===== src/frustum_box_cull_macros.svh =====
// Assertion macros for the frustum box cull block.
`ifndef FRUSTUM_BOX_CULL_MACROS_SVH
`define FRUSTUM_BOX_CULL_MACROS_SVH

`ifndef SYNTHESIS

// The condition must never hold outside reset.
`define FBC_ASSERT_NEVER(lbl, cond) \
  lbl: assert property (@(posedge clk) disable iff (!rst_n) !(cond)) \
    else $error("frustum_box_cull: forbidden condition seen");

// When the antecedent holds, the consequent must hold in the next cycle.
`define FBC_ASSERT_NEXT(lbl, ante, cons) \
  lbl: assert property (@(posedge clk) disable iff (!rst_n) (ante) |=> (cons)) \
    else $error("frustum_box_cull: sequence check failed");

// When the antecedent holds, the consequent must hold in the same cycle.
`define FBC_ASSERT_IMPL(lbl, ante, cons) \
  lbl: assert property (@(posedge clk) disable iff (!rst_n) (ante) |-> (cons)) \
    else $error("frustum_box_cull: implication check failed");

`else

`define FBC_ASSERT_NEVER(lbl, cond)
`define FBC_ASSERT_NEXT(lbl, ante, cons)
`define FBC_ASSERT_IMPL(lbl, ante, cons)

`endif

`endif


===== src/fbc_pkg.sv =====
// Shared types and constants for the frustum box cull block.
package fbc_pkg;

  localparam int NUM_PLANES  = 6;
  localparam int NUM_COEFFS  = 4;
  localparam int NUM_ENTRIES = NUM_PLANES * NUM_COEFFS;

  localparam int COORD_W = 32;
  localparam int COEFF_W = COORD_W + 1;
  localparam int PROD_W  = COEFF_W + COORD_W;
  localparam int ACC_W   = PROD_W + 2;
  localparam int CONST_SHIFT = 16;

  localparam int IDX_W = $clog2(NUM_ENTRIES);

  // Last entry of the sweep: far plane, constant term.
  localparam logic [IDX_W-1:0] LAST_IDX = IDX_W'(NUM_ENTRIES - 1);

  localparam logic MODE_LOAD = 1'b0;
  localparam logic MODE_TEST = 1'b1;

  localparam logic [1:0] COEFF_CONST = 2'd3;

  typedef enum logic [1:0] {
    S_IDLE,
    S_RUN,
    S_DRAIN,
    S_FINISH
  } state_t;

  // Control travelling with each term into the multiply-accumulate unit.
  typedef struct packed {
    logic vld;
    logic first;
    logic last;
  } mac_ctl_t;

  // Per-plane outcome from the multiply-accumulate unit.
  typedef struct packed {
    logic vld;
    logic neg;
  } plane_res_t;

endpackage


===== src/frustum_box_cull.sv =====
// Top level of the frustum box cull block: plane store, sequencer and result register.
//
// The block keeps the six clip planes (left, right, bottom, top, near, far) of a
// view-projection matrix and tests axis-aligned boxes against them. An item with
// mode 0 loads one matrix column: all six planes take their coefficient for that
// column in the cycle of acceptance, no result is produced and the block is ready
// again at once. An item with mode 1 tests a box: for each plane the positive
// vertex is chosen and the exact signed distance in Q32.32 is formed, and one
// result item reports visible unless some distance is negative. All values are
// signed Q16.16. A box test runs through the 24 plane coefficients one per cycle
// on a single 33 by 32 bit multiplier feeding a 67 bit accumulator, so the input
// side is stalled after a box is accepted, through the term sweep, the drain of
// the accumulator and the hand-over of the result; the result is registered at
// the hand-over and waits in the output register while the next item is taken.
// If the previous result has not yet been taken, the hand-over cycle is held
// until it has. After reset all coefficients are zero, so every box reads as
// visible until planes are loaded.
module frustum_box_cull
  import fbc_pkg::*;
(
  input  logic                      clk,
  input  logic                      rst_n,
  input  logic                      in_valid,
  output logic                      in_stall,
  input  logic                      in_mode,
  input  logic [1:0]                in_column_index,
  input  logic signed [COORD_W-1:0] in_col_row0,
  input  logic signed [COORD_W-1:0] in_col_row1,
  input  logic signed [COORD_W-1:0] in_col_row2,
  input  logic signed [COORD_W-1:0] in_col_row3,
  input  logic signed [COORD_W-1:0] in_box_min_x,
  input  logic signed [COORD_W-1:0] in_box_min_y,
  input  logic signed [COORD_W-1:0] in_box_min_z,
  input  logic signed [COORD_W-1:0] in_box_max_x,
  input  logic signed [COORD_W-1:0] in_box_max_y,
  input  logic signed [COORD_W-1:0] in_box_max_z,
  output logic                      out_valid,
  input  logic                      out_stall,
  output logic                      out_visible
);

  `include "frustum_box_cull_macros.svh"

  state_t                    state_r, state_nxt;
  logic [IDX_W-1:0]          idx_r, idx_nxt;
  logic                      neg_r, neg_nxt;
  logic                      out_valid_r, out_valid_nxt;
  logic                      out_visible_r, out_visible_nxt;
  logic                      take;

  // Plane store, entry index is {plane, coefficient}.
  logic signed [COEFF_W-1:0] coeff_r [NUM_ENTRIES];
  logic signed [COORD_W-1:0] box_lo_r [3];
  logic signed [COORD_W-1:0] box_hi_r [3];
  logic signed [COORD_W-1:0] col_rows [3];

  mac_ctl_t                  mac_ctl;
  plane_res_t                mac_res;
  logic signed [COEFF_W-1:0] cur_coeff;
  logic signed [COORD_W-1:0] cur_coord;

  assign in_stall    = (state_r != S_IDLE);
  assign take        = in_valid & ~in_stall;
  assign out_valid   = out_valid_r;
  assign out_visible = out_visible_r;

  assign col_rows[0] = in_col_row0;
  assign col_rows[1] = in_col_row1;
  assign col_rows[2] = in_col_row2;

  // A column load writes its coefficient in all six planes. Even planes add the
  // row to row 3, odd planes subtract it; each result fits in 33 bits.
  always_ff @(posedge clk) begin
    if (!rst_n) begin
      for (int e = 0; e < NUM_ENTRIES; e++) begin
        coeff_r[e] <= '0;
      end
    end else if (take && in_mode == MODE_LOAD) begin
      for (int p = 0; p < NUM_PLANES; p++) begin
        if (p % 2 == 0) begin
          coeff_r[{3'(p), in_column_index}] <=
            COEFF_W'(in_col_row3) + COEFF_W'(col_rows[p / 2]);
        end else begin
          coeff_r[{3'(p), in_column_index}] <=
            COEFF_W'(in_col_row3) - COEFF_W'(col_rows[p / 2]);
        end
      end
    end
  end

  // The box corners are held for the length of the sweep.
  always_ff @(posedge clk) begin
    if (take && in_mode == MODE_TEST) begin
      box_lo_r[0] <= in_box_min_x;
      box_lo_r[1] <= in_box_min_y;
      box_lo_r[2] <= in_box_min_z;
      box_hi_r[0] <= in_box_max_x;
      box_hi_r[1] <= in_box_max_y;
      box_hi_r[2] <= in_box_max_z;
    end
  end

  // Positive vertex: the maximum where the coefficient is non-negative, else the
  // minimum. The constant term needs no coordinate.
  assign cur_coeff = coeff_r[idx_r];

  always_comb begin
    case (idx_r[1:0])
      2'd0:    cur_coord = cur_coeff[COEFF_W-1] ? box_lo_r[0] : box_hi_r[0];
      2'd1:    cur_coord = cur_coeff[COEFF_W-1] ? box_lo_r[1] : box_hi_r[1];
      2'd2:    cur_coord = cur_coeff[COEFF_W-1] ? box_lo_r[2] : box_hi_r[2];
      default: cur_coord = '0;
    endcase
  end

  assign mac_ctl.vld   = (state_r == S_RUN);
  assign mac_ctl.first = (idx_r[1:0] == 2'd0);
  assign mac_ctl.last  = (idx_r[1:0] == COEFF_CONST);

  fbc_mac u_mac (
    .clk   (clk),
    .rst_n (rst_n),
    .ctl   (mac_ctl),
    .coeff (cur_coeff),
    .coord (cur_coord),
    .res   (mac_res)
  );

  always_ff @(posedge clk) begin
    if (!rst_n) begin
      state_r       <= S_IDLE;
      idx_r         <= '0;
      neg_r         <= 1'b0;
      out_valid_r   <= 1'b0;
      out_visible_r <= 1'b0;
    end else begin
      state_r       <= state_nxt;
      idx_r         <= idx_nxt;
      neg_r         <= neg_nxt;
      out_valid_r   <= out_valid_nxt;
      out_visible_r <= out_visible_nxt;
    end
  end

  // Sequencer. The sweep issues one term per cycle; the last plane's distance
  // settles during the drain cycle, after which the verdict is complete.
  always_comb begin
    state_nxt       = state_r;
    idx_nxt         = idx_r;
    neg_nxt         = neg_r | (mac_res.vld & mac_res.neg);
    out_valid_nxt   = out_valid_r;
    out_visible_nxt = out_visible_r;

    if (out_valid_r && !out_stall) begin
      out_valid_nxt = 1'b0;
    end

    unique case (state_r)
      S_IDLE: begin
        if (take && in_mode == MODE_TEST) begin
          state_nxt = S_RUN;
          idx_nxt   = '0;
          neg_nxt   = 1'b0;
        end
      end
      S_RUN: begin
        if (idx_r == LAST_IDX) begin
          state_nxt = S_DRAIN;
          idx_nxt   = '0;
        end else begin
          idx_nxt = idx_r + 1'b1;
        end
      end
      S_DRAIN: begin
        state_nxt = S_FINISH;
      end
      S_FINISH: begin
        if (!out_valid_r || !out_stall) begin
          out_valid_nxt   = 1'b1;
          out_visible_nxt = ~neg_r;
          state_nxt       = S_IDLE;
        end
      end
      default: begin
        state_nxt = S_IDLE;
      end
    endcase
  end

  // A new result is only ever raised from the hand-over state.
  `FBC_ASSERT_IMPL(a_result_from_finish, $rose(out_valid_r), $past(state_r) == S_FINISH)
  // A result that is still waiting holds the hand-over state.
  `FBC_ASSERT_NEXT(a_finish_holds, state_r == S_FINISH && out_valid_r && out_stall, state_r == S_FINISH)
  // The sweep index always restarts from the first entry.
  `FBC_ASSERT_NEVER(a_idle_idx_zero, state_r != S_RUN && idx_r != '0)
  // The unit reports a plane distance only while the sweep or its drain runs.
  `FBC_ASSERT_NEVER(a_res_in_sweep, mac_res.vld && (state_r == S_IDLE || state_r == S_FINISH))

endmodule


===== src/fbc_mac.sv =====
// Shared multiply-accumulate unit that forms one plane distance term by term.
module fbc_mac
  import fbc_pkg::*;
(
  input  logic                      clk,
  input  logic                      rst_n,
  input  mac_ctl_t                  ctl,
  input  logic signed [COEFF_W-1:0] coeff,
  input  logic signed [COORD_W-1:0] coord,
  output plane_res_t                res
);

  logic signed [PROD_W-1:0] term_nxt;
  logic signed [PROD_W-1:0] term_r;
  mac_ctl_t                 ctl_r;
  logic signed [ACC_W-1:0]  acc_r;
  logic signed [ACC_W-1:0]  acc_base;
  logic signed [ACC_W-1:0]  sum;

  // The constant term is shifted up to Q32.32; the others are exact products.
  always_comb begin
    if (ctl.last) begin
      term_nxt = PROD_W'(coeff) <<< CONST_SHIFT;
    end else begin
      term_nxt = PROD_W'(coeff) * PROD_W'(coord);
    end
  end

  always_ff @(posedge clk) begin
    if (!rst_n) begin
      ctl_r <= '0;
    end else begin
      ctl_r <= ctl;
    end
  end

  always_ff @(posedge clk) begin
    term_r <= term_nxt;
  end

  assign acc_base = ctl_r.first ? '0 : acc_r;
  assign sum      = acc_base + ACC_W'(term_r);

  always_ff @(posedge clk) begin
    if (ctl_r.vld) begin
      acc_r <= sum;
    end
  end

  assign res.vld = ctl_r.vld & ctl_r.last;
  assign res.neg = sum[ACC_W-1];

endmodule


===== config.mk =====
export PLATFORM = sky130hd
export DESIGN_NAME = frustum_box_cull
export DESIGN_NICKNAME = d
export VERILOG_FILES = /design/src/fbc_pkg.sv /design/src/frustum_box_cull.sv /design/src/fbc_mac.sv
export VERILOG_INCLUDE_DIRS = /design/src /design/src/src
export SDC_FILE = /design/constraint.sdc
export NUM_CORES = 2
export LEC_CHECK = 0
export ABC_AREA = 1
export BUFFER_PORTS_ARGS = -buffer_cell sky130_fd_sc_hd__buf_2
export CORE_ASPECT_RATIO = 1.1
export CORE_UTILIZATION = 50
export CTS_CLUSTER_SIZE = 10
export DETAILED_ROUTE_END_ITERATION = 10
export GPL_ROUTABILITY_DRIVEN = 1
export PLACE_DENSITY = 0.76
export SLEW_MARGIN = 10
export SYNTH_ARGS = -nofsm -noshare
export SYNTH_HDL_FRONTEND = slang
export SYNTH_HIERARCHICAL = 1
export SYNTH_SLANG_ARGS = --single-unit

===== constraint.sdc =====
create_clock -name clk -period 9.36 [get_ports clk]
set_clock_uncertainty 0.15 [all_clocks]
set_input_delay 0.468 -clock clk [delete_from_list [all_inputs] [get_ports clk]]
set_output_delay 0.468 -clock clk [all_outputs]
set_load 0.01 [all_outputs]

# After elaboration in Yosys (flattened, before gate mapping)
# Memories as Yosys holds them, arrays and structs flattened. A register that Yosys moved wholly into a read port is not among the register bits.
# Index checks and enable logic that the tools add are counted.
op_classes:
  eq_ne: 10
  multipliers: 1
  addsub: 8
  bitwise: 7
  n_reduce_logical: 19
  n_mux: 44
op_table:
  columns: ["cell", "n"]
  rows:
  - ["2-to-1 mux 33 bit", 6]
  - ["OR reduction 33 bit", 6]
  - ["adder 32 x 32 -> 33 bit", 3]
  - ["subtractor 32 x 32 -> 33 bit", 3]
  - ["2-to-1 mux 32 bit", 3]
  - ["one-hot mux 32 bit (3 select lines)", 1]
  - ["adder 67 x 65 -> 67 bit", 1]
  - ["2-to-1 mux 67 bit", 1]
  - ["multiplier 33 x 32 -> 65 bit", 1]
  - ["2-to-1 mux 65 bit", 1]
  - ["2-to-1 mux 5 bit", 10]
  - ["2-to-1 mux 1 bit", 17]
  - ["one-hot mux 5 bit (2 select lines)", 1]
  - ["equality test 2 bit (second input constant)", 4]
  - ["one-hot mux 2 bit (4 select lines)", 1]
  - ["2-to-1 mux 2 bit", 3]
  - ["inequality test 2 bit (second input constant)", 3]
  - ["adder 5 x 1 -> 5 bit (second input constant)", 1]
  - ["equality test 5 bit (second input constant)", 1]
  - ["equality test 2 x 1 -> 1 bit (second input constant)", 2]
  - ["logical NOT 2 bit", 2]
  - ["AND reduction 2 bit", 2]
  - ["nonzero test 2 bit", 2]
  - ["bitwise AND 1 bit", 3]
  - ["6 further kinds", 11]
word_totals:
  input_bits: 327
  regBits: 145
  ramBits: 984
  out_inout_bits: 3
  n_memories: 3
  word_cells: 103
memory_table:
  columns: ["name", "depth", "width", "rd", "rd_ports_with_merged_regs", "wr", "line", "text"]
  rows:
  - ["coeff_r", 24, 33, 1, 1, 24, "frustum_box_cull.sv:52", "logic signed [COEFF_W-1:0] coeff_r [NUM_ENTRIES];"]
  - ["box_hi_r", 3, 32, 3, 0, 3, "frustum_box_cull.sv:54", "logic signed [COORD_W-1:0] box_hi_r [3];"]
  - ["box_lo_r", 3, 32, 3, 0, 3, "frustum_box_cull.sv:53", "logic signed [COORD_W-1:0] box_lo_r [3];"]

# Logic depth before layout (Yosys ltp)
logic_depth:
  word_depth: 9
  depth_mapped: 49
  ltp_nobuf: 44

# Hierarchy
# Netlist, hierarchy kept.
modules_own_cells:
  columns: ["module", "seq_area_each_um2", "n_inst", "area_each_um2", "cells_each"]
  rows:
  - ["frustum_box_cull", 29488.3, 1, 54153.2, 5967]
  - ["fbc_mac", 3373.2, 1, 49543.8, 6647]

# Worst setup path after synthesis
# No wires, ideal clock.
synth_path:
  path_type: "register to register"
  startpoint: "register idx_r[0]"
  endpoint: "register u_mac.term_r[57]"
  arrival_time_ns: 8.295
  n_path_buf: 4
  required_ns: 9.084
  stages_incl_launch_ff: 40
  synth_period_minus_slack_ns: 8.570
  path_slack_ns: 0.790
  setup_ns: 0.126
  cell_sequence: "dfxtp_1 inv_1 ha_1 clkbuf_1 clkbuf_1 a22o_1 nand3_1 nand2_1 inv_1 a21oi_1 clkbuf_1 clkbuf_1 nand2_1 inv_1 fa_1 inv_1 fa_1 inv_1 [4 not listed] inv_1 fa_1 inv_1 fa_1 inv_1 fa_1 ha_1 nand2_1 nor2_1 inv_1 nor3_1 nand2_1 nor3_1 nand2_1 nand2_1 nand2_1 nand3_1 nand2_1"
synth_rtl:
  columns: ["item", "line", "text"]
  rows:
  - ["start: declaration", "frustum_box_cull.sv:45", "logic [IDX_W-1:0] idx_r, idx_nxt;"]
  - ["start signal: assignment", "frustum_box_cull.sv:138", "idx_r <= idx_nxt;"]
  - ["end signal: assignment", "fbc_mac.sv:38", "term_r <= term_nxt;"]
  - ["end: declaration", "fbc_mac.sv:14", "logic signed [PROD_W-1:0] term_r;"]

==> results.md <==
- The flow ran to the end, but the final reports show violations.
- The final reports fail on DRC.
- The mean number of vias per cell is 5.596.
- The root cell of the clock tree is sky130_fd_sc_hd__clkbuf_16.
- The first-pass GRT wire length is between 500000 and 600000 µm.
- The class of the most critical hold timing path is in2reg.
- The arrival time of the worst setup path is 9.63 ns.
- The number of synthesized flops with an enable pin is 1039.
- The slowest stage cell on the critical path is sky130_fd_sc_hd__o21ai_0.
- The nature of the critical path endpoint is a flip-flop.
- The worst pin sits at a relative slew slack of between 10% and 20%.
- The net count reported at finish is between 15k and 20k.
- TritonCTS built the clock tree.
- The number of global-route vias before repair is around 90k.
- Setup slack on the worst reg-to-reg path comes out at approximately 0.28 ns.
- By area the synthesized netlist is led by sky130_fd_sc_hd__edfxtp_1 30%, sky130_fd_sc_hd__fa_1 22%, sky130_fd_sc_hd__nand2_1 9.6%.
- The first-pass iteration count of the detailed router is 11.
- Once the floorplan was initialized, standard cells occupied 50.51% of the core.
- The most common cell after layout, fill and taps aside is sky130_fd_sc_hd__nand2_1.
- The worst setup path is launched from a flip-flop.
- The area growth from synthesis to layout is 13.44%.
- The largest fanout on the critical path is 41.
- In the post-route analysis, the smallest setup slack over all paths is 0.2784 ns.
- The primary flip-flop cell chosen by synthesis mapping is sky130_fd_sc_hd__edfxtp_1.
- The per-instance average area after synthesis is 8.221 µm².
- The remaining design rule violation count is 3.
- The number of nets in the synthesized netlist is 14.51k.
- Static timing analysis puts the maximum clock frequency at 110.1 MHz.
- In the layout the commonest cells are 2633 x sky130_fd_sc_hd__nand2_1, 2438 x sky130_fd_sc_hd__inv_1, 1759 x sky130_fd_sc_hd__nor2_1.
- On the final layout, the worst hold slack is 0.1549 ns.
- The number of buffers inserted by port buffering is 329.
- The number of antenna-violating nets in the routed design is 0.
- The count of state elements after synthesis is 1122.
- Sequential elements use 31.69% of the synthesized area.
- Of all cell types, the one taking the most synthesized area is sky130_fd_sc_hd__edfxtp_1.
- The first routing iteration left between 9k and 10k violations.
- The number of pins exceeding their max-slew limit in the final report came to 0.
- In this run the number of H-tree levels came out at 4.
- The tree built by TritonCTS fans out to 1122 sinks.
- Once detailed placement completed, the half-perimeter wirelength came to 260100 µm.
- Setup violations remaining at the end of the flow were counted as 0.
- The max-cap violation count is 0.
- The overflow left after global routing is 0.
- The die is 479.6 µm tall.
- Across every metal layer, demand over resource in global routing totals 32.79%.
- In the final routed layout, each cell accounts on average for about 22 µm.
- Measured on the finished design, the core utilization comes to between 50% and 60%.
- The post-placement worst setup slack is 0.3306 ns.
- By startpoint and endpoint, the worst setup path is classified as reg2reg.
- The pin count of the biggest net entering global routing is 175.
- The area of the die is 209200 µm².
- The die width is 436.2 µm.
- The worst path needs 9.082 ns of the cycle, external delays included.
- The later pin in the worst-skew pair is clocked with a latency of 0.81 ns.
- The proportion of synthesized flip-flops having asynchronous set or reset is 0%.
- The filler cell count in the final layout is 17.84k.
- Counting the buffers created by CTS gives ~140.
- After synthesis, the largest area contributor takes up a little under a third of total cell area.
- The standard-cell row count is 174.
- Of the cells placed in the final design, the portion with a size suffix greater than 1 is 8.720%.
- STA puts the critical path data required time at 9.90 ns.
- The Yosys step of the flow raised 6 warnings.
- In this design, the critical path's most frequently occurring cell is sky130_fd_sc_hd__fa_1.
- The clock-pin slew reported for the worst setup and hold paths after clock tree synthesis is 0.05 ns.
- The total wire length is 346200 µm.
- The final number of hold-violating endpoints is 0.
- On the worst path, the slowest cell contributes a delay of around 0.84 ns.
- The setup total negative slack is 0 ns.
- The placeable core region is between 200000 and 250000 µm².
- The count of vias placed by the detailed router is 89.08k.
- The routability congestion estimate from global placement is 1.048.
- The area of the mapped netlist is ~100000 µm².
- The top-level I/O count is 330.
- Synthesis handed over a netlist of 12.61k instances.
- After layout, the worst path uses 97.03% of the clock period.
- The initial antenna violation count is 19.
- The number of different library cells used by synthesis comes to 51.
- In this run the deepest clock path goes through 3 buffers.
- The pin slew with the least headroom to its limit is roughly 1.2 ns.
-- state kept, by name, indices dropped and copies added (netlist names), 2 cells and up, named ones only --
name          cells
coeff_r         780
u_mac/term_r     65
u_mac/ctl_r       3
state_r           2
box_lo_r         96
box_hi_r         96
idx_r             5
u_mac/acc_r      67
-- per-layer routing --
| layer | track usage, % | share of wire, % | wire length (µm) |
|---|---|---|---|
| met1 | 39.41 | 36 | 124200 |
| met2 | 54.44 | 48 | 164600 |
| met3 | 5.189 | 8.8 | 30490 |
| met4 | 22.12 | 7.8 | 26890 |
| met5 | 0 | 0.023 | 80 |
-- cells in the mapped netlist, drive strengths merged, types with 47 or more instances --
library cell	instances
a21oi	492
dfxtp	83
o21ai	686
ha	453
inv	2457
nand2	2646
o22ai	47
o221ai	141
o21bai	54
clkbuf	496
nor2	1775
fa	1119
edfxtp	1039
a22o	64
nand4	57
nand3	524
xor2	145
nor3	54
buf	109
-- kinds of logic after synthesis --
kind of cell    Yosys count  synth area share (%)
compound gates         1572                 8.783
xor+xnor                166                 1.402
fa+ha+maj              1572                 27.07
buf+inv                3062                 11.29
flops                  1122                 31.69
simple gates           5120                 19.77
-- worst max-delay path: cells and delay by family, from the launching register on --
| family | cells | cell delay (ns) |
|---|---|---|
| fa+ha+maj | 9 | 4.39 |
| compound gates | 4 | 1.35 |
| buf+inv | 10 | 1.32 |
| simple gates | 11 | 1.19 |
| flops | 1 | 0.48 |
-- area by class of cell --
cell class,count,area [µm²],share of cell area (%)
multi-input cells,8431,59880,50.91
flip-flops and latches,1122,32880,27.95
inverters,2457,9265,7.876
repair buffers,981,8154,6.932
clock buffers,160,3598,3.059
well taps,2728,3413,2.902
clock inverters,26,402.9,0.3425
diodes,15,37.54,0.03191
-- metrics by stage --
| stage | instance area, µm² | cells |
|---|---|---|
| after floorplan | 103700 | 12610 |
| after global placement | 111200 | 15500 |
| after detailed placement | 111200 | 15500 |
| after CTS | 117200 | 15880 |
| after global routing | 117600 | 15920 |
| final | 117600 | 15920 |
-- final timing paths --
path                                 from          endpoint  cells past startpoint
worst max-delay path            flip-flop  u_mac/term_r[44]                     34
worst min-delay path              in_mode        state_r[1]                      5
worst max register to register  flip-flop  u_mac/term_r[44]                     34
worst min register to register      neg_r       out_visible                      1
-- what timing repair did --
item	4_1_cts	5_1_grt
hold buffers	193	0
setup endpoints to repair	0	45
resized for setup	0	35
setup buffers	0	23
endpoints found under the hold margin	194	0
Power is not shown: default switching activity piles up to over one toggle a cycle in this logic, so the estimate is an artifact.
